--- config.mk ---
export PLATFORM = sky130hd
export DESIGN_NAME = sliding_window_base_quota_counter
export DESIGN_NICKNAME = d
export VERILOG_FILES = /design/src/hdl/swbq_pkg.sv /design/src/hdl/swbq_ram.sv /design/src/hdl/sliding_window_base_quota_counter.sv
export SDC_FILE = /design/constraint.sdc
export NUM_CORES = 2
export LEC_CHECK = 0
export BUFFER_PORTS_ARGS = -buffer_cell sky130_fd_sc_hd__buf_2
export CAP_MARGIN = 20
export CORE_UTILIZATION = 36
export DETAILED_ROUTE_END_ITERATION = 8
export SYNTH_ARGS = -nofsm -noshare
export SYNTH_HDL_FRONTEND = slang
export SYNTH_SLANG_ARGS = --single-unit
--- constraint.sdc ---
create_clock -name clk_i -period 14.5 [get_ports clk_i]
set_input_delay 2.9 -clock clk_i [delete_from_list [all_inputs] [get_ports clk_i]]
set_output_delay 2.9 -clock clk_i [all_outputs]
set_load 0.02 [all_outputs]
--- src/hdl/swbq_pkg.sv ---
package swbq_pkg;

  // default build sizes
  localparam int MAX_WINDOW_DEF  = 1024;
  localparam int COUNT_WIDTH_DEF = 32;

  // field and register widths
  localparam int CFG_W   = 11;
  localparam int CODE_W  = 3;
  localparam int IDX_W   = 3;
  localparam int VW_W    = 32;
  localparam int NUM_BASES = 4;

  // register indexes
  localparam logic [IDX_W-1:0] REG_WINDOW_LEN = 3'd0;
  localparam logic [IDX_W-1:0] REG_MIN_A      = 3'd1;
  localparam logic [IDX_W-1:0] REG_MIN_C      = 3'd2;
  localparam logic [IDX_W-1:0] REG_MIN_G      = 3'd3;
  localparam logic [IDX_W-1:0] REG_MIN_T      = 3'd4;

  // symbol codes for the four bases; anything with bit 2 set is another symbol
  localparam logic [1:0] BASE_A = 2'd0;
  localparam logic [1:0] BASE_C = 2'd1;
  localparam logic [1:0] BASE_G = 2'd2;
  localparam logic [1:0] BASE_T = 2'd3;

  // request in flight between ring access and count update
  typedef struct packed {
    logic [CODE_W-1:0] code;
    logic              evict;
    logic              full;
    logic              last;
  } stage_t;

endpackage

--- src/hdl/swbq_ram.sv ---
module swbq_ram #(
  parameter int WIDTH = 3,
  parameter int DEPTH = 1024,
  parameter int AW    = 10
) (
  input  logic             clk_i,
  input  logic             we_i,
  input  logic [AW-1:0]    waddr_i,
  input  logic [WIDTH-1:0] wdata_i,
  input  logic             re_i,
  input  logic [AW-1:0]    raddr_i,
  output logic [WIDTH-1:0] rdata_o
);

  logic [WIDTH-1:0] mem_q [DEPTH];
  logic [WIDTH-1:0] rdata_q;

  // read-first when both ports hit the same entry
  always_ff @(posedge clk_i) begin
    if (we_i) begin
      mem_q[waddr_i] <= wdata_i;
    end
    if (re_i) begin
      rdata_q <= mem_q[raddr_i];
    end
  end

  assign rdata_o = rdata_q;

endmodule

--- src/hdl/sliding_window_base_quota_counter.sv ---
// Sliding window base quota counter.
// Input channel: base_code_i/end_of_string_i qualified by in_valid_i, held off by
// in_stall_o. One symbol a cycle is taken when the result side keeps up.
// Output channel: window_full_o, window_ok_o and valid_windows_o qualified by
// out_valid_o, held off by out_stall_i. Exactly one result per symbol, in order.
// Pipeline: the ring read is registered with the symbol in the count stage, then
// the count update is registered into the output register. Throughput: one
// symbol per cycle while out_stall_i stays low, set by the ring access (one write
// and one read of the ring memory per symbol) and the count update. A stalled
// result sits in the output register while one more symbol waits in the count
// stage; only then is in_stall_o raised. Configuration: cfg_we_i writes register
// cfg_index_i; the user writes only while the block is idle, which the block does
// not enforce. Writing the window length restarts the string: window, counts and
// total clear. End of string: the result of the flagged symbol is delivered, then
// the window, counts and total clear. Reset clears all control state, sets the
// window length to 1 and all minimums to 0; the ring needs no clearing since it is
// only read at entries written in the current string.
module sliding_window_base_quota_counter
  import swbq_pkg::*;
#(
  parameter int MAX_WINDOW  = MAX_WINDOW_DEF,
  parameter int COUNT_WIDTH = COUNT_WIDTH_DEF
) (
  input  logic              clk_i,
  input  logic              rst_ni,
  input  logic              cfg_we_i,
  input  logic [IDX_W-1:0]  cfg_index_i,
  input  logic [CFG_W-1:0]  cfg_data_i,
  input  logic              in_valid_i,
  output logic              in_stall_o,
  input  logic [CODE_W-1:0] base_code_i,
  input  logic              end_of_string_i,
  output logic              out_valid_o,
  input  logic              out_stall_i,
  output logic              window_full_o,
  output logic              window_ok_o,
  output logic [VW_W-1:0]   valid_windows_o
);

  localparam int LW = $clog2(MAX_WINDOW + 1);
  localparam int AW = (MAX_WINDOW > 1) ? $clog2(MAX_WINDOW) : 1;
  localparam int PW = LW + 1;
  localparam int CW = (LW > CFG_W) ? LW : CFG_W;
  localparam int EW = CW + 1;

  // configuration
  logic [LW-1:0]    len_q;
  logic [CFG_W-1:0] min_q [NUM_BASES];
  logic [LW-1:0]    len_d;
  logic [EW-1:0]    cfg_ext;
  logic             restart;

  // front stage state
  logic [AW-1:0] wp_q, wp_d;
  logic [LW-1:0] fill_q, fill_d;
  logic [LW-1:0] fill_inc;
  logic [PW-1:0] old_pos;
  logic [AW-1:0] old_addr;
  logic          evict;
  logic          in_accept;

  // count stage
  stage_t        s1_q;
  logic          s1_valid_q;
  logic          s1_adv;
  logic [CODE_W-1:0] old_code;
  logic [LW-1:0] cnt_q [NUM_BASES];
  logic [LW-1:0] cnt_d [NUM_BASES];
  logic          ok_d;
  logic [COUNT_WIDTH-1:0] total_q, total_d;

  // output register
  logic                   out_valid_q;
  logic                   out_full_q;
  logic                   out_ok_q;
  logic [COUNT_WIDTH-1:0] out_total_q;

  assign restart = cfg_we_i && (cfg_index_i == REG_WINDOW_LEN);

  // window length zero acts as one, above the ring size it saturates
  always_comb begin
    cfg_ext = EW'(cfg_data_i);
    if (cfg_data_i == '0) begin
      len_d = LW'(1);
    end else if (cfg_ext > EW'(MAX_WINDOW)) begin
      len_d = LW'(MAX_WINDOW);
    end else begin
      len_d = cfg_ext[LW-1:0];
    end
  end

  always_ff @(posedge clk_i or negedge rst_ni) begin
    if (!rst_ni) begin
      len_q <= LW'(1);
      for (int b = 0; b < NUM_BASES; b++) begin
        min_q[b] <= '0;
      end
    end else if (cfg_we_i) begin
      unique case (cfg_index_i)
        REG_WINDOW_LEN: len_q    <= len_d;
        REG_MIN_A:      min_q[0] <= cfg_data_i;
        REG_MIN_C:      min_q[1] <= cfg_data_i;
        REG_MIN_G:      min_q[2] <= cfg_data_i;
        REG_MIN_T:      min_q[3] <= cfg_data_i;
        default: ;
      endcase
    end
  end

  // handshake
  assign s1_adv     = s1_valid_q && (!out_valid_q || !out_stall_i);
  assign in_stall_o = s1_valid_q && !s1_adv;
  assign in_accept  = in_valid_i && !in_stall_o;

  // front stage: write the new symbol, read the one leaving the window
  assign evict    = (fill_q == len_q);
  assign fill_inc = fill_q + LW'(1);

  always_comb begin
    if (PW'(wp_q) >= PW'(len_q)) begin
      old_pos = PW'(wp_q) - PW'(len_q);
    end else begin
      old_pos = PW'(wp_q) + PW'(MAX_WINDOW) - PW'(len_q);
    end
    old_addr = old_pos[AW-1:0];
  end

  always_comb begin
    wp_d   = wp_q;
    fill_d = fill_q;
    if (restart) begin
      wp_d   = '0;
      fill_d = '0;
    end else if (in_accept) begin
      if (end_of_string_i) begin
        wp_d   = '0;
        fill_d = '0;
      end else begin
        wp_d   = (wp_q == AW'(MAX_WINDOW - 1)) ? '0 : wp_q + AW'(1);
        fill_d = evict ? fill_q : fill_inc;
      end
    end
  end

  always_ff @(posedge clk_i or negedge rst_ni) begin
    if (!rst_ni) begin
      wp_q   <= '0;
      fill_q <= '0;
    end else begin
      wp_q   <= wp_d;
      fill_q <= fill_d;
    end
  end

  swbq_ram #(
    .WIDTH (CODE_W),
    .DEPTH (MAX_WINDOW),
    .AW    (AW)
  ) u_ring (
    .clk_i   (clk_i),
    .we_i    (in_accept),
    .waddr_i (wp_q),
    .wdata_i (base_code_i),
    .re_i    (in_accept),
    .raddr_i (old_addr),
    .rdata_o (old_code)
  );

  always_ff @(posedge clk_i or negedge rst_ni) begin
    if (!rst_ni) begin
      s1_valid_q <= 1'b0;
    end else if (in_accept) begin
      s1_valid_q <= 1'b1;
    end else if (s1_adv) begin
      s1_valid_q <= 1'b0;
    end
  end

  always_ff @(posedge clk_i) begin
    if (in_accept) begin
      s1_q.code  <= base_code_i;
      s1_q.evict <= evict;
      s1_q.full  <= evict || (fill_inc == len_q);
      s1_q.last  <= end_of_string_i;
    end
  end

  // count stage: bit 2 of a code marks a symbol that counts as no base
  always_comb begin
    logic inc;
    logic dec;
    ok_d = s1_q.full;
    for (int b = 0; b < NUM_BASES; b++) begin
      inc = !s1_q.code[2] && (s1_q.code[1:0] == 2'(b));
      dec = s1_q.evict && !old_code[2] && (old_code[1:0] == 2'(b));
      cnt_d[b] = cnt_q[b] + LW'(inc) - LW'(dec);
      if (CW'(cnt_d[b]) < CW'(min_q[b])) begin
        ok_d = 1'b0;
      end
    end
    if (ok_d && (total_q != '1)) begin
      total_d = total_q + COUNT_WIDTH'(1);
    end else begin
      total_d = total_q;
    end
  end

  always_ff @(posedge clk_i or negedge rst_ni) begin
    if (!rst_ni) begin
      for (int b = 0; b < NUM_BASES; b++) begin
        cnt_q[b] <= '0;
      end
      total_q <= '0;
    end else if (restart) begin
      for (int b = 0; b < NUM_BASES; b++) begin
        cnt_q[b] <= '0;
      end
      total_q <= '0;
    end else if (s1_adv) begin
      for (int b = 0; b < NUM_BASES; b++) begin
        cnt_q[b] <= s1_q.last ? '0 : cnt_d[b];
      end
      total_q <= s1_q.last ? '0 : total_d;
    end
  end

  // output register
  always_ff @(posedge clk_i or negedge rst_ni) begin
    if (!rst_ni) begin
      out_valid_q <= 1'b0;
    end else if (s1_adv) begin
      out_valid_q <= 1'b1;
    end else if (!out_stall_i) begin
      out_valid_q <= 1'b0;
    end
  end

  always_ff @(posedge clk_i) begin
    if (s1_adv) begin
      out_full_q  <= s1_q.full;
      out_ok_q    <= ok_d;
      out_total_q <= total_d;
    end
  end

  assign out_valid_o     = out_valid_q;
  assign window_full_o   = out_full_q;
  assign window_ok_o     = out_ok_q;
  assign valid_windows_o = VW_W'(out_total_q);

endmodule
==> flow_summary.toml <==
[synthesis]
synth-seq-cells = 3269
syn-cell-area_um2 = 134000
synth-main-ff-cell = "edfxtp_1"
avgSynthCellArea_um2 = 18.5
yosys_warnings = 0
ys_async_sr_fraction = 0.0471
ys_seq_area_frac = 0.727
synth_edf_count = 3115
synth_nets = 7365
ys_types = 84
syn_inst = 7238

[placement]
dp_hpwl_um = 208000
dpl_cell_area_um2 = 140000
dp.cells = 11900
gp_congestion = 0.818
dpl_worst_slack_ns = 7.56
io_buffers = 58

[die]
initial_core_util = 0.363
core_um2 = 370000
die_x_um = 612
die_area_um2 = 375000
ios = 59
row_count = 223
die_y_um = 612

[grt]
grt_pass1_vias = 70700
antenna_found_initial = 25
grt_usage = 0.187
grt_pass1_wl_um = 511000
overflow = 0
grt_start_max_net_pins = 226

[timing]
rsz0062_at_grt = "no"
layout_setup_ws_ns = 7.54
maxSlewViolCount = 0
worst_hold_slack_ns = 0.502
worstMarginPinSlew_ns = 1.19
tns_ns = 0
maxSlewHeadroom = 0.185
fin_skew_ns = 0.0857
fin_crit_sh = 0.480
period_minus_slack_ns = 6.96
hold_viol_final = 0
setup_violations = 0
max_clock_freq_mhz = 144

[final_layout]
final_util = 0.409
area_growth_pct = 12.9
instances_no_fill = 12500
nets = 7434
drive_above_1_share = 0.227
final_area_um2 = 151000
fillers = 32300

[worst_setup_path]
crit_type = "reg -> reg"
cp-startpoint = "u_ring.rdata_o[2]$_DFFE_PP_"
cp-start-kind = "flop"
r2r_start = "u_ring.rdata_o[2]$_DFFE_PP_"
cp-end-kind = "flop"
crit_required_ns = 15.08
crit_arrival_ns = 7.53
cp_max_fo = 15

[clocking]
clk_root_buffer_cell = "clkbuf_16"
clockBufferDepth = 4
cts_tree = "yes"
postCtsHoldBufs = 0
ctsResizeCount = 0
clock-sinks = 3269
cts_buffers = 340
clock_latency_ns = 0.91
post-cts-setup-buffers = 0
clk_pin_slew_ns = 0.07
htree_levels = 5

[routing]
vias = 69600
drtIter0Drc = 9491
wirelength_um = 355000
dr.pass1.iters = 6
post_drt_wl_per_cell_um = 28.3
ant_nets = 0
drc = 0
routed_via_density = 5.56

[pwr]
max-vdd-ir-drop_mv = 0.157
power.density_nw_per_um2 = 172
p_total_mw = 26.0
leakagePower_nw = 47.1

[job]
drv_cap = 0

[hold_path]
min_path_type = "reg -> reg"
hp-start = "s1_valid_q$_DFFE_PN0P_"

[status]
status = "finished clean"
## cell usage after synthesis (all sizes together) (5+ instances only)
library cell,number,area share
a221o,6,0.00045
nor2b,14,0.00065
a32o,5,0.00037
a221oi,10,0.00065
buf,158,0.0077
fa,5,0.00075
nor2,1072,0.030
a211oi,16,0.00090
o21a,9,0.00050
nand4,17,0.00079
o21bai,9,0.00050
ha,99,0.0092
nor3,37,0.0014
mux4,932,0.16
mux2i,27,0.0020
and2,24,0.0011
nand3b,7,0.00039
and3,53,0.0025
a21oi,66,0.0025
xnor2,72,0.0047
a41oi,6,0.00039
nand2,309,0.0088
a22o,10,0.00065
a2111oi,13,0.00085
nor4,11,0.00061
clkbuf,341,0.0095
o211ai,6,0.00034
mux2,21,0.0018
nand2b,21,0.00098
o21ai,130,0.0049
and3b,7,0.00049
or3,16,0.00075
a31oi,42,0.0020
edfxtp,3115,0.70
a311oi,6,0.00039
xor2,30,0.0020
o31ai,9,0.00050
a32oi,8,0.00052
inv,132,0.0037
nand3,86,0.0032
nor3b,7,0.00039
dfrtp,153,0.029
a21o,31,0.0017
o22ai,35,0.0016
## metal layers
layer | GRT usage | up-vias | part of all wire
met4 | 0.0533 | 10 | 0.030
li1 | - | 28900 | -
met2 | 0.302 | 3057 | 0.48
met5 | 0 | - | 0.00019
met1 | 0.259 | 37000 | 0.40
met3 | 0.0352 | 562 | 0.089
## final timing paths
path	to	slack, ns	depth (start not counted)
max in group asynchronous	min_q[29]$_DFFE_PN0P_	10.91	2
worst max register to register	valid_windows_o[16]$_DFFE_PP_	7.54	21
min in group asynchronous	total_q[22]$_DFFE_PN0P_	2.18	1
worst min-delay path	out_valid_o$_DFFE_PN0P_	0.50	1
worst max-delay path	valid_windows_o[16]$_DFFE_PP_	7.54	21
worst min register to register	out_valid_o$_DFFE_PN0P_	0.50	1
## area by class of cell
cell class | instances | area [um2] | share of cell area
clock inverter | 189 | 1990 | 0.0132
timing repair buffer | 226 | 1840 | 0.0122
antenna | 4 | 10.0 | 0.0000661
clock buffer | 421 | 9040 | 0.0597
inverter | 133 | 500 | 0.00331
multi-input combinational | 3337 | 34400 | 0.227
tap | 4950 | 6190 | 0.0409
sequential | 3269 | 97400 | 0.643
## state kept, by name, summed over array words and instances (netlist names), 3 cells and up
| name | count |
|---|---|
| u_ring.mem_q | 3072 |
| cnt_q | 44 |
| min_q | 44 |
| total_q | 32 |
| valid_windows_o | 32 |
| fill_q | 11 |
| len_q | 11 |
| wp_q | 10 |
| s1_q | 6 |
| u_ring.rdata_o | 3 |
## cell usage in the layout, fill, tap and decap left out, drive strengths merged, types with 11 or more instances in the layout
| master | instances |
|---|---|
| nor3 | 37 |
| clkbuf | 421 |
| bufinv | 37 |
| a31oi | 42 |
| edfxtp | 3115 |
| clkinvlp | 20 |
| xnor2 | 72 |
| mux2i | 27 |
| a21o | 31 |
| inv | 139 |
| mux2 | 21 |
| xor2 | 30 |
| clkinv | 126 |
| nor4 | 11 |
| and2 | 24 |
| nand2 | 309 |
| or3 | 16 |
| ha | 99 |
| nand2b | 21 |
| buf | 226 |
| nor2b | 14 |
| a211oi | 16 |
| mux4 | 932 |
| o22ai | 35 |
| a2111oi | 13 |
| nand4 | 17 |
| o21ai | 130 |
| dfrtp | 153 |
| nor2 | 1072 |
| and3 | 53 |
| a21oi | 66 |
| nand3 | 86 |
## cell families after synthesis
logic type,after synthesis,synth area share
and+or+nand+nor,1692,0.0528
buffers and inverters,632,0.0210
adders and majority gates,105,0.0101
AOI/OAI and AO/OA,458,0.0225
muxes,980,0.161
DFF,3269,0.727
xor gates and xnor gates,102,0.00666
## power breakdown
group | switching, mW | leakage [nW] | internal [mW]
combinational | 3.91 | 11.7 | 2.86
sequential | 0.0771 | 30.0 | 10.4
clock | 3.64 | 5.35 | 5.09
## critical path, cell delays in order, from the launching register on
cell	delay (ns)
edfxtp_1	0.67
nor2b_1	0.32
nor3b_1	0.34
ha_1	0.18
inv_1	0.04
ha_1	0.20
fa_1	0.44
a21o_1	0.19
a21oi_1	0.25
o21bai_1	0.10
a21oi_1	0.23
o21ai_0	0.23
a2111oi_0	0.47
nand3b_1	0.21
xnor2_1	0.15
ha_1	0.20
a211o_1	0.10
a31oi_1	0.06
nor3_1	0.81
nand3_1	0.71
or3_1	0.54
xnor2_1	0.14
No activity file was read; power rests on OpenSTA's default activity.
